--- config.mk ---
export PLATFORM = sky130hd
export DESIGN_NAME = poly_voice_allocator_unit
export DESIGN_NICKNAME = d
export VERILOG_FILES = /design/src/hdl/pva_pkg.sv /design/src/hdl/pva_front.sv /design/src/hdl/pva_back.sv /design/src/hdl/poly_voice_allocator_unit.sv
export SDC_FILE = /design/constraint.sdc
export NUM_CORES = 2
export LEC_CHECK = 0
export BUFFER_PORTS_ARGS = -buffer_cell sky130_fd_sc_hd__clkbuf_2
export CORE_ASPECT_RATIO = 1.4
export CORE_MARGIN = 4
export CORE_UTILIZATION = 50
export DETAILED_ROUTE_END_ITERATION = 10
export PLACE_DENSITY = 0.66
export SYNTH_ARGS = -nofsm -noshare
export SYNTH_HDL_FRONTEND = slang
export SYNTH_HIERARCHICAL = 1
export SYNTH_SLANG_ARGS = --single-unit
--- constraint.sdc ---
create_clock -name i_clk -period 12.5 [get_ports i_clk]
set_input_delay 0.625 -clock i_clk [delete_from_list [all_inputs] [get_ports i_clk]]
set_output_delay 0.625 -clock i_clk [all_outputs]
set_load 0.02 [all_outputs]
--- src/hdl/pva_pkg.sv ---
`default_nettype none
package pva_pkg;
    localparam int NUM_VOICES = 16;
    localparam int NUM_KEYS   = 88;
    localparam int VW = $clog2(NUM_VOICES);
    localparam int LW = VW + 1;
    localparam int KW = 7;
    localparam int CW = $clog2(NUM_VOICES + 1);
    localparam int QD = 2;
    localparam logic [LW-1:0] NIL = LW'(NUM_VOICES);
    localparam logic [6:0] LOWEST_NOTE_RST = 7'd21;

    localparam logic [1:0] FUNC_ON   = 2'd0;
    localparam logic [1:0] FUNC_OFF  = 2'd1;
    localparam logic [1:0] FUNC_IDLE = 2'd2;

    localparam logic [2:0] ACT_START   = 3'd0;
    localparam logic [2:0] ACT_STEAL   = 3'd1;
    localparam logic [2:0] ACT_RETRIG  = 3'd2;
    localparam logic [2:0] ACT_RELEASE = 3'd3;
    localparam logic [2:0] ACT_IGNORE  = 3'd4;
    localparam logic [2:0] ACT_FREE    = 3'd5;

    localparam logic [0:0] REG_LOWEST_NOTE = 1'd0;

    typedef struct packed {
        logic [1:0]  func;
        logic [6:0]  midi_note;
        logic [15:0] velocity;
        logic [3:0]  voice_id;
    } t_in_item;

    typedef struct packed {
        logic [3:0]  result_voice;
        logic [2:0]  action;
        logic [6:0]  evicted_key;
        logic [15:0] start_velocity;
    } t_out_item;

    typedef enum logic [1:0] {
        CMD_NONE, CMD_ON, CMD_OFF, CMD_IDLE
    } t_cmd;

    typedef enum logic {
        BS_FETCH, BS_EXEC
    } t_bstate;

    typedef struct packed {
        t_cmd        cmd;
        logic [KW-1:0] key;
        logic [15:0] velocity;
        logic [VW-1:0] voice;
    } t_cmd_item;
endpackage
`default_nettype wire

--- src/hdl/pva_front.sv ---
`default_nettype none
module pva_front
    import pva_pkg::*;
(
    input  wire logic      i_clk,
    input  wire logic      i_rst_n,
    input  wire t_in_item  i_item,
    input  wire logic      i_push,
    output logic           o_full,
    input  wire logic [6:0] i_lowest_note,
    output t_cmd_item      o_cmd,
    output logic           o_cmd_valid,
    input  wire logic      i_cmd_take
);
    t_cmd_item r_q [QD];
    logic [0:0] r_wp, r_rp;
    logic [1:0] r_cnt;
    t_cmd_item w_c;
    logic [7:0] w_diff;
    logic w_key_ok;

    always_comb begin
        w_diff   = {1'b0, i_item.midi_note} - {1'b0, i_lowest_note};
        w_key_ok = !w_diff[7] && (w_diff < 8'(NUM_KEYS));
        w_c.key      = w_diff[KW-1:0];
        w_c.velocity = i_item.velocity;
        w_c.voice    = i_item.voice_id[VW-1:0];
        case (i_item.func)
            FUNC_ON:   w_c.cmd = w_key_ok ? CMD_ON : CMD_NONE;
            FUNC_OFF:  w_c.cmd = w_key_ok ? CMD_OFF : CMD_NONE;
            FUNC_IDLE: w_c.cmd = CMD_IDLE;
            default:   w_c.cmd = CMD_NONE;
        endcase
    end

    assign o_full      = (r_cnt == 2'(QD));
    assign o_cmd_valid = (r_cnt != 2'd0);
    assign o_cmd       = r_q[r_rp];

    always_ff @(posedge i_clk) begin
        if (!i_rst_n) begin
            r_wp <= '0; r_rp <= '0; r_cnt <= '0;
        end else begin
            if (i_push && !o_full) begin
                r_q[r_wp] <= w_c;
                r_wp <= r_wp + 1'b1;
            end
            if (i_cmd_take && o_cmd_valid) r_rp <= r_rp + 1'b1;
            r_cnt <= r_cnt + 2'(i_push && !o_full) - 2'(i_cmd_take && o_cmd_valid);
        end
    end
endmodule
`default_nettype wire

--- src/hdl/pva_back.sv ---
`default_nettype none
module pva_back
    import pva_pkg::*;
(
    input  wire logic      i_clk,
    input  wire logic      i_rst_n,
    input  wire t_cmd_item i_cmd,
    input  wire logic      i_cmd_valid,
    output logic           o_cmd_take,
    output t_out_item      o_item,
    output logic           o_empty,
    input  wire logic      i_pop
);
    logic [VW-1:0] r_kmap [NUM_KEYS];
    logic [VW-1:0] r_kmap_q;
    t_cmd_item r_cmd;
    t_bstate r_state, n_state;
    logic w_exec;
    logic [NUM_KEYS-1:0] r_kval, n_kval;
    logic [KW-1:0] r_vkey [NUM_VOICES];
    logic [KW-1:0] n_vkey [NUM_VOICES];
    logic [LW-1:0] r_next [NUM_VOICES];
    logic [LW-1:0] n_next [NUM_VOICES];
    logic [LW-1:0] r_prev [NUM_VOICES];
    logic [LW-1:0] n_prev [NUM_VOICES];
    logic [VW-1:0] r_fstk [NUM_VOICES];
    logic [VW-1:0] n_fstk [NUM_VOICES];
    logic [NUM_VOICES-1:0] r_fset, n_fset;
    logic [CW-1:0] r_fcnt, n_fcnt;
    logic [LW-1:0] r_head, r_tail, n_head, n_tail;
    logic [NUM_VOICES-1:0] r_busy, n_busy;
    logic r_ovalid;
    t_out_item r_out, n_out;
    logic n_kmap_we;
    logic [VW-1:0] w_v;

    assign o_empty = !r_ovalid;
    assign o_item  = r_out;

    always_comb begin
        case (r_state)
            BS_FETCH: n_state = i_cmd_valid ? BS_EXEC : BS_FETCH;
            BS_EXEC:  n_state = (!r_ovalid || i_pop) ? BS_FETCH : BS_EXEC;
            default:  n_state = BS_FETCH;
        endcase
    end

    always_comb begin
        o_cmd_take = 1'b0;
        w_exec     = 1'b0;
        case (r_state)
            BS_FETCH: o_cmd_take = i_cmd_valid;
            BS_EXEC:  w_exec = !r_ovalid || i_pop;
            default: ;
        endcase
    end

    always_ff @(posedge i_clk) begin
        if (!i_rst_n) r_state <= BS_FETCH;
        else r_state <= n_state;
    end

    // Execute step: a busy voice always owns the key it records, so that key is unmapped
    // directly on steal and idle. List edit: optional remove, then optional insert at tail or head.
    always_comb begin
        logic [VW-1:0] v, fv;
        logic [KW-1:0] old;
        logic [LW-1:0] p, nx;
        logic do_rm, do_tail, do_front;
        n_vkey = r_vkey; n_next = r_next; n_prev = r_prev; n_fstk = r_fstk;
        n_fset = r_fset; n_busy = r_busy; n_kval = r_kval; n_fcnt = r_fcnt;
        n_head = r_head; n_tail = r_tail;
        n_kmap_we = 1'b0;
        n_out = '{result_voice: '0, action: ACT_IGNORE, evicted_key: '0,
                  start_velocity: '0};
        v = r_cmd.voice; do_rm = 1'b0; do_tail = 1'b0; do_front = 1'b0;
        p = '0; nx = '0;
        fv = r_fset[r_fcnt[VW-1:0]-VW'(1)] ? r_fstk[r_fcnt[VW-1:0]-VW'(1)]
                                           : (r_fcnt[VW-1:0]-VW'(1));
        old = r_vkey[r_head[VW-1:0]];
        case (r_cmd.cmd)
            CMD_ON: begin
                if (r_kval[r_cmd.key]) begin
                    n_out.result_voice = 4'(r_kmap_q);
                    n_out.action = ACT_RETRIG;
                    n_out.start_velocity = r_cmd.velocity;
                end else if (r_fcnt != '0 || r_head != NIL) begin
                    if (r_fcnt != '0) begin
                        v = fv; n_fcnt = r_fcnt - 1'b1;
                        n_out.action = ACT_START;
                    end else begin
                        v = r_head[VW-1:0]; do_rm = 1'b1;
                        n_kval[old] = 1'b0;
                        n_out.evicted_key = old;
                        n_out.action = ACT_STEAL;
                    end
                    do_tail = 1'b1;
                    n_vkey[v] = r_cmd.key;
                    n_kmap_we = 1'b1;
                    n_kval[r_cmd.key] = 1'b1;
                    n_busy[v] = 1'b1;
                    n_out.result_voice = 4'(v);
                    n_out.start_velocity = r_cmd.velocity;
                end
            end
            CMD_OFF: begin
                if (r_kval[r_cmd.key]) begin
                    v = r_kmap_q;
                    if (r_head != {1'b0, v}) begin
                        do_rm = 1'b1; do_front = 1'b1;
                    end
                    n_out.result_voice = 4'(v);
                    n_out.action = ACT_RELEASE;
                end
            end
            CMD_IDLE: begin
                if (r_busy[v]) begin
                    n_kval[r_vkey[v]] = 1'b0;
                    do_rm = 1'b1;
                    n_busy[v] = 1'b0;
                    if (r_fcnt < CW'(NUM_VOICES)) begin
                        n_fstk[r_fcnt[VW-1:0]] = v;
                        n_fset[r_fcnt[VW-1:0]] = 1'b1;
                        n_fcnt = r_fcnt + 1'b1;
                    end
                    n_out.result_voice = 4'(v);
                    n_out.action = ACT_FREE;
                end
            end
            default: ;
        endcase
        if (do_rm) begin
            p = n_prev[v]; nx = n_next[v];
            if (p != NIL) n_next[p[VW-1:0]] = nx; else n_head = nx;
            if (nx != NIL) n_prev[nx[VW-1:0]] = p; else n_tail = p;
        end
        if (do_tail) begin
            n_next[v] = NIL; n_prev[v] = n_tail;
            if (n_tail != NIL) n_next[n_tail[VW-1:0]] = {1'b0, v}; else n_head = {1'b0, v};
            n_tail = {1'b0, v};
        end
        if (do_front) begin
            n_prev[v] = NIL; n_next[v] = n_head;
            if (n_head != NIL) n_prev[n_head[VW-1:0]] = {1'b0, v}; else n_tail = {1'b0, v};
            n_head = {1'b0, v};
        end
        w_v = v;
    end

    always_ff @(posedge i_clk) begin
        if (!i_rst_n) begin
            r_kval <= '0; r_fset <= '0; r_fcnt <= CW'(NUM_VOICES);
            r_head <= NIL; r_tail <= NIL; r_busy <= '0; r_ovalid <= 1'b0;
        end else if (w_exec) begin
            r_kval <= n_kval; r_fset <= n_fset; r_fcnt <= n_fcnt;
            r_head <= n_head; r_tail <= n_tail; r_busy <= n_busy;
            r_ovalid <= 1'b1;
        end else if (i_pop) begin
            r_ovalid <= 1'b0;
        end
    end

    // key map: registered read at fetch, write at execute
    always_ff @(posedge i_clk) begin
        if (o_cmd_take) begin
            r_cmd    <= i_cmd;
            r_kmap_q <= r_kmap[i_cmd.key];
        end
        if (w_exec) begin
            r_vkey <= n_vkey; r_next <= n_next; r_prev <= n_prev; r_fstk <= n_fstk;
            r_out  <= n_out;
            if (n_kmap_we) r_kmap[r_cmd.key] <= w_v;
        end
    end
endmodule
`default_nettype wire

--- src/hdl/poly_voice_allocator_unit.sv ---
// Path from an accepted item to the output ports, each step registered: queue write,
// key map read, execute.
// The back reads the key map in its fetch state and updates all voice state in its
// execute state, taking no new item meanwhile. A waiting result holds the back in execute.
// A two-entry queue between classify and allocate lets each side stall on its own.
// Reset (synchronous, active low): all keys unmapped, all voices free, list empty,
// lowest_note 21. No clearing pass is needed.
`default_nettype none
module poly_voice_allocator_unit
    import pva_pkg::*;
(
    input  wire logic        i_clk,
    input  wire logic        i_rst_n,
    input  wire t_in_item    i_item,
    input  wire logic        push,
    output logic             full,
    output t_out_item        o_item,
    output logic             empty,
    input  wire logic        pop,
    input  wire logic        psel,
    input  wire logic        penable,
    input  wire logic        pwrite,
    input  wire logic [1:0]  paddr,
    input  wire logic [31:0] pwdata,
    output logic [31:0]      prdata,
    output logic             pready
);
    logic [6:0] r_lowest;
    t_cmd_item w_cmd;
    logic w_cv, w_take;

    assign pready = 1'b1;
    assign prdata = (paddr[1:0] == {REG_LOWEST_NOTE, 1'b0}) ? {25'd0, r_lowest} : 32'd0;

    always_ff @(posedge i_clk) begin
        if (!i_rst_n) r_lowest <= LOWEST_NOTE_RST;
        else if (psel && penable && pwrite && paddr == {REG_LOWEST_NOTE, 1'b0})
            r_lowest <= pwdata[6:0];
    end

    pva_front u_front (
        .i_clk, .i_rst_n, .i_item, .i_push(push), .o_full(full),
        .i_lowest_note(r_lowest), .o_cmd(w_cmd), .o_cmd_valid(w_cv), .i_cmd_take(w_take)
    );

    pva_back u_back (
        .i_clk, .i_rst_n, .i_cmd(w_cmd), .i_cmd_valid(w_cv), .o_cmd_take(w_take),
        .o_item, .o_empty(empty), .i_pop(pop)
    );
endmodule
`default_nettype wire
# ---- Word-level counts from Yosys, hierarchy flattened
# Memories as Yosys holds them, arrays and structs flattened. A register that Yosys moved wholly into a read port is not among the register bits.
# Index checks and enable logic that the tools add are counted.
dict set report totals {
  reg_bits 543
  ramBits 410
  elab_cells 346
  n_memories 2
}
dict set report classes {
  addsub 8
  magnitude_cmp 32
  n_eq_ne 17
  mux 140
  bitwise 28
  n_reduce_logical 35
}
# name words word_bits read_ports rd_ports_with_merged_regs write_ports line
set mem_list {}
lappend mem_list {u_back.r_kmap 88 4 1 1 1 pva_back.sv:14} ;# logic [VW-1:0] r_kmap [NUM_KEYS];
lappend mem_list {u_front.r_q 2 29 1 1 1 pva_front.sv:15} ;# t_cmd_item r_q [QD];
# op count
set ops {}
lappend ops {{$mux 80} 10}
lappend ops {{$mux 88} 7}
lappend ops {{$bwmux 80} 6}
lappend ops {{$and 88x88->88} 2}
lappend ops {{$not 88->88} 2}
lappend ops {{$pmux 88 s2} 1}
lappend ops {{$and 64x64->64} 2}
lappend ops {{$mux 5} 24}
lappend ops {{$bwmux 112} 1}
lappend ops {{$demux 5 s4} 5}
lappend ops {{$or 88x88->88} 1}
lappend ops {{$mux 7} 10}
lappend ops {{$bwmux 64} 1}
lappend ops {{$mux 16} 4}
lappend ops {{$not 64->64} 1}
lappend ops {{$or 16x16->16} 4}
lappend ops {{$bmux 7 s4} 2}
lappend ops {{$ge 5x5->1 const B} 10}
lappend ops {{$not 4->5} 10}
lappend ops {{$mux 4} 11}
lappend ops {{$bmux 5 s4} 2}
lappend ops {{$lt 5x1->1 const B} 7}
lappend ops {{$mux 1} 35}
lappend ops {{$pmux 16 s2} 1}
lappend ops {{47 further kinds} 101}

# ---- Depth between registers and ports, before layout
dict set report depth {
  depth_word 31
  ltp_mapped 30
  ltp_nobuf 20
}

# ---- Hierarchy
# The synthesis kept the hierarchy.
# module n_inst cells_each area_each_um2 seq_area_each_um2
set by_module_without_submodules {}
lappend by_module_without_submodules {pva_back 1 3639 45612.5 25294.3}
lappend by_module_without_submodules {pva_front 1 169 2702.6 1841.8}
lappend by_module_without_submodules {poly_voice_allocator_unit 1 68 548.0 140.1}

# ---- Worst setup path before layout
# Ideal clock, no wire load.
dict set report synth_timing {
  kind {in2reg}
  startpoint {in pop}
  endpoint {reg u_back.r_head[0]}
  t_arrival_ps 7444
  t_required_ps 12402
  path_slack_ps 4958
  path_stages 6
  path_cell_list {nand2b_1 > nand2_1 > inv_1 > clkbuf_1 > o311ai_0 > a21boi_0}
}
dict set report synth_between {
  elab_chain_cells 2
}
# element line
set synth_lines {}
lappend synth_lines {{start: declaration} poly_voice_allocator_unit.sv:19} ;# input wire logic pop,
lappend synth_lines {{$logic_or 1x1->1} pva_back.sv:53} ;# BS_EXEC: w_exec = !r_ovalid || i_pop;
lappend synth_lines {{$mux 1} pva_back.sv:51} ;# case (r_state)
lappend synth_lines {{net u_back.w_exec} pva_back.sv:18} ;# logic w_exec;
lappend synth_lines {{end signal: assignment} pva_back.sv:156} ;# r_head <= n_head; r_tail <= n_tail; r_busy <= n_busy;
lappend synth_lines {{end: declaration} pva_back.sv:30} ;# logic [LW-1:0] r_head, r_tail, n_head, n_tail;
# The timed path passes the listed nets, and every way through them passes these cells.
# A chain may end at the register's enable or synchronous reset.

==> impl_results.html <==
<table>
<tr><th>Metric</th><th>Value</th></tr>
<tr><th colspan="2">Global route</th></tr>
<tr><td>Vias in the first global route</td><td>~34,000</td></tr>
<tr><td>Total global routing track utilization</td><td>0.288</td></tr>
<tr><td>First-pass GRT wire length</td><td>222,000 um</td></tr>
<tr><td>Maximum number of pins on one net before global-route repair</td><td>106</td></tr>
<tr><td>Total grt overflow</td><td>0</td></tr>
<tr><td>Antenna violations before repair</td><td>4</td></tr>
<tr><th colspan="2">Pwr</th></tr>
<tr><td>Worst-case vdd ir drop</td><td>0.189 mV</td></tr>
<tr><td>Relative contribution of the clock network to total power</td><td>0.214</td></tr>
<tr><td>Part of the total power dissipated in combinational logic</td><td>0.451</td></tr>
<tr><td>Overall power after layout</td><td>0.0136 W</td></tr>
<tr><td>PwrDens</td><td>approximately 250 nW/um^2</td></tr>
<tr><td>Proportion of power drawn by flip-flops and latches</td><td>0.335</td></tr>
<tr><td>Sw Ratio</td><td>0.441</td></tr>
<tr><td>Switching pwr</td><td>0.00600 W</td></tr>
<tr><td>Internal power</td><td>0.00761 W</td></tr>
<tr><td>Static power due to leakage</td><td>~18 nW</td></tr>
<tr><th colspan="2">Die</th></tr>
<tr><td>Core Footprint</td><td>roughly 97,000 um^2</td></tr>
<tr><td>Std-Cell Rows</td><td>135</td></tr>
<tr><td>Starting utilization of the core area</td><td>0.504</td></tr>
<tr><td>Height of the die</td><td>378 um</td></tr>
<tr><td>Chip width</td><td>272 um</td></tr>
<tr><td>Die area</td><td>103,000 um^2</td></tr>
<tr><td>Num ports</td><td>roughly 140</td></tr>
<tr><th colspan="2">STA</th></tr>
<tr><td>Period minus WS final</td><td>~10 ns</td></tr>
<tr><td>Total Negative Setup Slacks</td><td>0 ns</td></tr>
<tr><td>Worst slew margin relative to its limit</td><td>0.0517</td></tr>
<tr><td>Actual slew at the worst max-slew pin</td><td>1.42 ns</td></tr>
<tr><td>Final Setup Violations</td><td>0</td></tr>
<tr><td>Max Transition Viols Final</td><td>0</td></tr>
<tr><td>Setup skew after layout</td><td>0.0382 ns</td></tr>
<tr><td>Fmax</td><td>0.100 GHz</td></tr>
<tr><td>Fin crit share</td><td>0.797</td></tr>
<tr><td>Number of hold-slack violations in the final timing report</td><td>0</td></tr>
<tr><td>Setup repair after global routing missed its margin</td><td>false</td></tr>
<tr><th colspan="2">Detailed routing</th></tr>
<tr><td>Final Routed Wirelength</td><td>151,000 um</td></tr>
<tr><td>First-pass iteration count of the detailed router</td><td>6</td></tr>
<tr><td>Post-route ant nets</td><td>0</td></tr>
<tr><td>Vias</td><td>34,800</td></tr>
<tr><td># DRC</td><td>0</td></tr>
<tr><td>Vias/cell</td><td>6.66</td></tr>
<tr><td>WL per Instance</td><td>28.9 um</td></tr>
<tr><td>DRT iter0 DRCs</td><td>5,014</td></tr>
<tr><th colspan="2">Clock tree</th></tr>
<tr><td>Maximum level of the CTS H-tree</td><td>3</td></tr>
<tr><td>Clock-pin slew of the registers on the worst-case setup and hold paths</td><td>about 0.060 ns</td></tr>
<tr><td>Setup Buffers After CTS</td><td>0</td></tr>
<tr><td>Clock root buffer</td><td>sky130_fd_sc_hd__clkbuf_16</td></tr>
<tr><td>Clock Path Buffers</td><td>3</td></tr>
<tr><td>Clk_lat worst skew</td><td>0.70 ns</td></tr>
<tr><td>Clock tree from TritonCTS</td><td>done</td></tr>
<tr><td># hold bufs at CTS</td><td>0</td></tr>
<tr><td>Post-cts repair resize count</td><td>0</td></tr>
<tr><td>Sink Count</td><td>958</td></tr>
<tr><td>Number of clock buffers inserted by TritonCTS</td><td>92</td></tr>
<tr><th colspan="2">Setup path</th></tr>
<tr><td>R2R setup slack</td><td>roughly 2.5 ns</td></tr>
<tr><td>Crit Path Class</td><td>flip-flop to flip-flop</td></tr>
<tr><td>CP Launch Type</td><td>flip-flop</td></tr>
<tr><td>Cell depth of the worst flop-to-flop path</td><td>19</td></tr>
<tr><td>Endpoint type of the worst setup path</td><td>flip-flop</td></tr>
<tr><td>Arrival time reported for the critical path endpoint</td><td>10.49 ns</td></tr>
<tr><td>Required time reported for the critical path endpoint</td><td>13.03 ns</td></tr>
<tr><td>R2R Path Start</td><td>u_back/r_cmd[22]</td></tr>
<tr><td>Largest driver fanout on the critical path</td><td>92</td></tr>
<tr><td>Endpoint of the worst-slack reg-to-reg timing path</td><td>u_back/r_next[5]</td></tr>
<tr><th colspan="2">Final layout</th></tr>
<tr><td>Final layout net count</td><td>3,937</td></tr>
<tr><td>Count of fill cells added during filler insertion</td><td>8,043</td></tr>
<tr><td>Non-filler cells in the finished layout</td><td>roughly 5,200</td></tr>
<tr><td>Post-synthesis to final-layout area growth</td><td>9.32%</td></tr>
<tr><td>Fraction of layout cells with a size suffix above 1</td><td>0.180</td></tr>
<tr><th colspan="2">Placed design</th></tr>
<tr><td>I/O Buffers</td><td>83</td></tr>
<tr><td>Detailed Place HPWL</td><td>97,300 um</td></tr>
<tr><td>Cell count after placement</td><td>5,050</td></tr>
<tr><td>Final weighted congestion of routability-driven global placement</td><td>1.01</td></tr>
<tr><th colspan="2">Worst hold path</th></tr>
<tr><td>Hold-critical path depth</td><td>1</td></tr>
<tr><td>Hold/Removal Path Class</td><td>primary input to flip-flop</td></tr>
<tr><td>Source of the worst hold timing path</td><td>i_item[8]</td></tr>
<tr><td>Destination of the worst hold path</td><td>u_front/r_q[0][8]</td></tr>
<tr><th colspan="2">Logic synthesis</th></tr>
<tr><td>Mean instance size in the synthesized netlist</td><td>12.6 um^2</td></tr>
<tr><td>Post-synthesis cell count</td><td>3,876</td></tr>
<tr><td>Post-synthesis cell area</td><td>48,900 um^2</td></tr>
<tr><td>Synth cell count leaders</td><td>sky130_fd_sc_hd__edfxtp_1, sky130_fd_sc_hd__o21ai_0, sky130_fd_sc_hd__nor2_1</td></tr>
<tr><td>Cell with the most instances after synthesis</td><td>sky130_fd_sc_hd__edfxtp_1</td></tr>
<tr><td>Number of synthesized register bits</td><td>958</td></tr>
<tr><td>Dominant cell type by area after synthesis</td><td>sky130_fd_sc_hd__edfxtp_1</td></tr>
<tr><td>Fraction of post-synthesis cell area in the top cell type by area</td><td>0.497</td></tr>
<tr><td>Largest cells by area after synthesis</td><td>sky130_fd_sc_hd__edfxtp_1, sky130_fd_sc_hd__mux4_2, sky130_fd_sc_hd__dfxtp_1, sky130_fd_sc_hd__mux2i_1, sky130_fd_sc_hd__o21ai_0</td></tr>
<tr><td>Fraction of the yosys area taken by sequential cells</td><td>0.558</td></tr>
<tr><td>Number of enable flip-flop cells after synthesis</td><td>809</td></tr>
<tr><td>Number of warnings issued by yosys</td><td>6</td></tr>
<tr><td>Top_reg_cell synth</td><td>sky130_fd_sc_hd__edfxtp_1</td></tr>
<tr><td>Async SR Flop Fraction</td><td>0</td></tr>
<tr><td>Number of distinct library cell variants in the gate-level netlist after synthesis</td><td>112</td></tr>
<tr><th colspan="2">Run</th></tr>
<tr><td>Max-cap violations</td><td>0</td></tr>
<tr><th colspan="2">Run status</th></tr>
<tr><td>Status</td><td>finished clean</td></tr>
</table>
[layer usage]
metal / up-vias / share of wire / track usage
met3: 649 / 0.088 / 0.0565
met5: - / 0 / 0
met1: 17200 / 0.35 / 0.343
met4: 0 / 0.077 / 0.181
met2: 2042 / 0.49 / 0.483
li1: 14900 / - / -
[cell usage in the layout (no fill, tap or decap), types with 13 or more instances in the layout]
master	netlist	layout
sky130_fd_sc_hd__o211ai_1	63	63
sky130_fd_sc_hd__a211oi_1	28	27
sky130_fd_sc_hd__nor2_1	316	314
sky130_fd_sc_hd__nand3_1	70	70
sky130_fd_sc_hd__nor2b_1	24	23
sky130_fd_sc_hd__a21oi_1	87	87
sky130_fd_sc_hd__mux4_2	218	218
sky130_fd_sc_hd__a22oi_1	96	96
sky130_fd_sc_hd__or2_2	14	14
sky130_fd_sc_hd__and3_1	27	27
sky130_fd_sc_hd__nand2b_1	39	39
sky130_fd_sc_hd__nand4_1	16	16
sky130_fd_sc_hd__nand2_1	250	250
sky130_fd_sc_hd__a21boi_0	22	22
sky130_fd_sc_hd__mux2_2	94	92
sky130_fd_sc_hd__clkinv_1	0	16
sky130_fd_sc_hd__buf_4	32	76
sky130_fd_sc_hd__inv_1	55	54
sky130_fd_sc_hd__edfxtp_1	809	809
sky130_fd_sc_hd__clkbuf_2	0	82
sky130_fd_sc_hd__nor3_1	59	58
sky130_fd_sc_hd__o22ai_1	75	74
sky130_fd_sc_hd__conb_1	2	26
sky130_fd_sc_hd__dfxtp_1	149	147
sky130_fd_sc_hd__o21ai_0	334	334
sky130_fd_sc_hd__or3_1	24	23
sky130_fd_sc_hd__ha_1	22	22
sky130_fd_sc_hd__bufinv_16	0	13
sky130_fd_sc_hd__clkbuf_16	0	94
sky130_fd_sc_hd__a31oi_1	21	21
sky130_fd_sc_hd__clkinv_2	0	20
sky130_fd_sc_hd__mux2i_1	212	212
sky130_fd_sc_hd__and2_1	138	138
sky130_fd_sc_hd__o21a_1	22	22
sky130_fd_sc_hd__a221oi_1	21	21
[how the worst max path moves through the flow]
| stage | slack, ns | startpoint | depth (start not counted) | end |
|---|---|---|---|---|
| after floorplan | 4.96 | pop | 6 | u_back/r_head[0] |
| after global placement | 3.19 | u_back/r_cmd[22] | 19 | u_back/r_next[5] |
| after detailed placement | 3.06 | u_back/r_cmd[22] | 19 | u_back/r_next[43] |
| after CTS | 3.07 | u_back/r_cmd[22] | 19 | u_back/r_next[5] |
| after global routing | 2.28 | u_back/r_cmd[22] | 19 | u_back/r_next[5] |
| final | 2.54 | u_back/r_cmd[22] | 19 | u_back/r_next[5] |
[power by group through the flow]
| stage | combinational [W] | clock [W] | sequential, W |
|---|---|---|---|
| 2_1_floorplan | 0.00357 | 0 | 0.00462 |
| 3_3_place_gp | 0.00579 | 0 | 0.00460 |
| 3_5_place_dp | 0.00584 | 0 | 0.00461 |
| 4_1_cts | 0.00586 | 0.00296 | 0.00454 |
| 5_1_grt | 0.00630 | 0.00309 | 0.00457 |
| 6_report | 0.00614 | 0.00291 | 0.00456 |
[kinds of logic (layout without fill, tap and decap cells)]
family | Yosys count | count (layout) | share of synthesized area
flops | 958 | 958 | 0.558
simple gates | 1044 | 1044 | 0.106
other cells | 2 | 31 | 0.000154
buf+inv | 371 | 392 | 0.0334
mux | 538 | 538 | 0.169
compound gates | 922 | 922 | 0.124
xor+xnor | 17 | 17 | 0.00305
fa+ha+maj | 24 | 24 | 0.00645
[area by class of cell]
cell class              count  area [um^2]  area share
multi-input cells        2571        20100       0.377
inverters                  62          249     0.00466
diodes                      5         12.5    0.000234
clock inverters            64          703      0.0132
repair buffers            158          981      0.0184
flip-flops and latches    958        27300       0.511
clock buffers             108         2420      0.0454
well taps                1301         1630      0.0305
[sequential cells by signal, summed over array words and instances, names as in the netlist, 2 cells and up, named ones only]
register         cells
u_back/r_fcnt        5
u_back/r_prev       80
u_back/r_cmd        29
u_front/r_q         58
u_back/r_head        5
u_back/r_kmap_q      4
u_back/r_next       80
u_back/r_busy       16
u_back/r_vkey      112
u_back/r_fset       16
u_back/o_item       30
u_back/r_fstk       64
u_front/r_cnt        2
r_lowest             7
u_back/r_tail        5
u_back/r_kval       88
u_back/r_kmap      352
[metrics by stage]
step	hold slack, ns	cell area [um^2]	utilization	setup WS, ns
final	0.122	53400	0.551	2.54
after global routing	0.0914	53400	0.551	2.28
after CTS	0.0776	53400	0.551	3.07
after detailed placement	0.453	50300	0.519	3.06
after global placement	0.442	50300	0.519	3.19
after floorplan	0.435	49000	-	4.96
[worst max-delay path: stages (launching register included)]
cell and delay [ns]:
sky130_fd_sc_hd__edfxtp_1 1.04, sky130_fd_sc_hd__inv_1 0.40, sky130_fd_sc_hd__and3_1 0.28, sky130_fd_sc_hd__a2111oi_1 0.89, sky130_fd_sc_hd__o211a_1 0.30, sky130_fd_sc_hd__o211ai_2 0.25, sky130_fd_sc_hd__o21ai_2 0.62, sky130_fd_sc_hd__a21boi_1 0.27
sky130_fd_sc_hd__nor2_4 0.34, sky130_fd_sc_hd__clkinv_2 0.47, sky130_fd_sc_hd__buf_4 0.55, sky130_fd_sc_hd__a2111oi_0 1.18, sky130_fd_sc_hd__o41a_1 0.34, sky130_fd_sc_hd__a31o_2 0.49, sky130_fd_sc_hd__nor4_4 0.12, sky130_fd_sc_hd__a21oi_1 0.35
sky130_fd_sc_hd__or2_1 0.88, sky130_fd_sc_hd__nand4_1 0.45, sky130_fd_sc_hd__mux2_2 0.39, sky130_fd_sc_hd__o22ai_1 0.13
(Power assumes the default switching activity.)
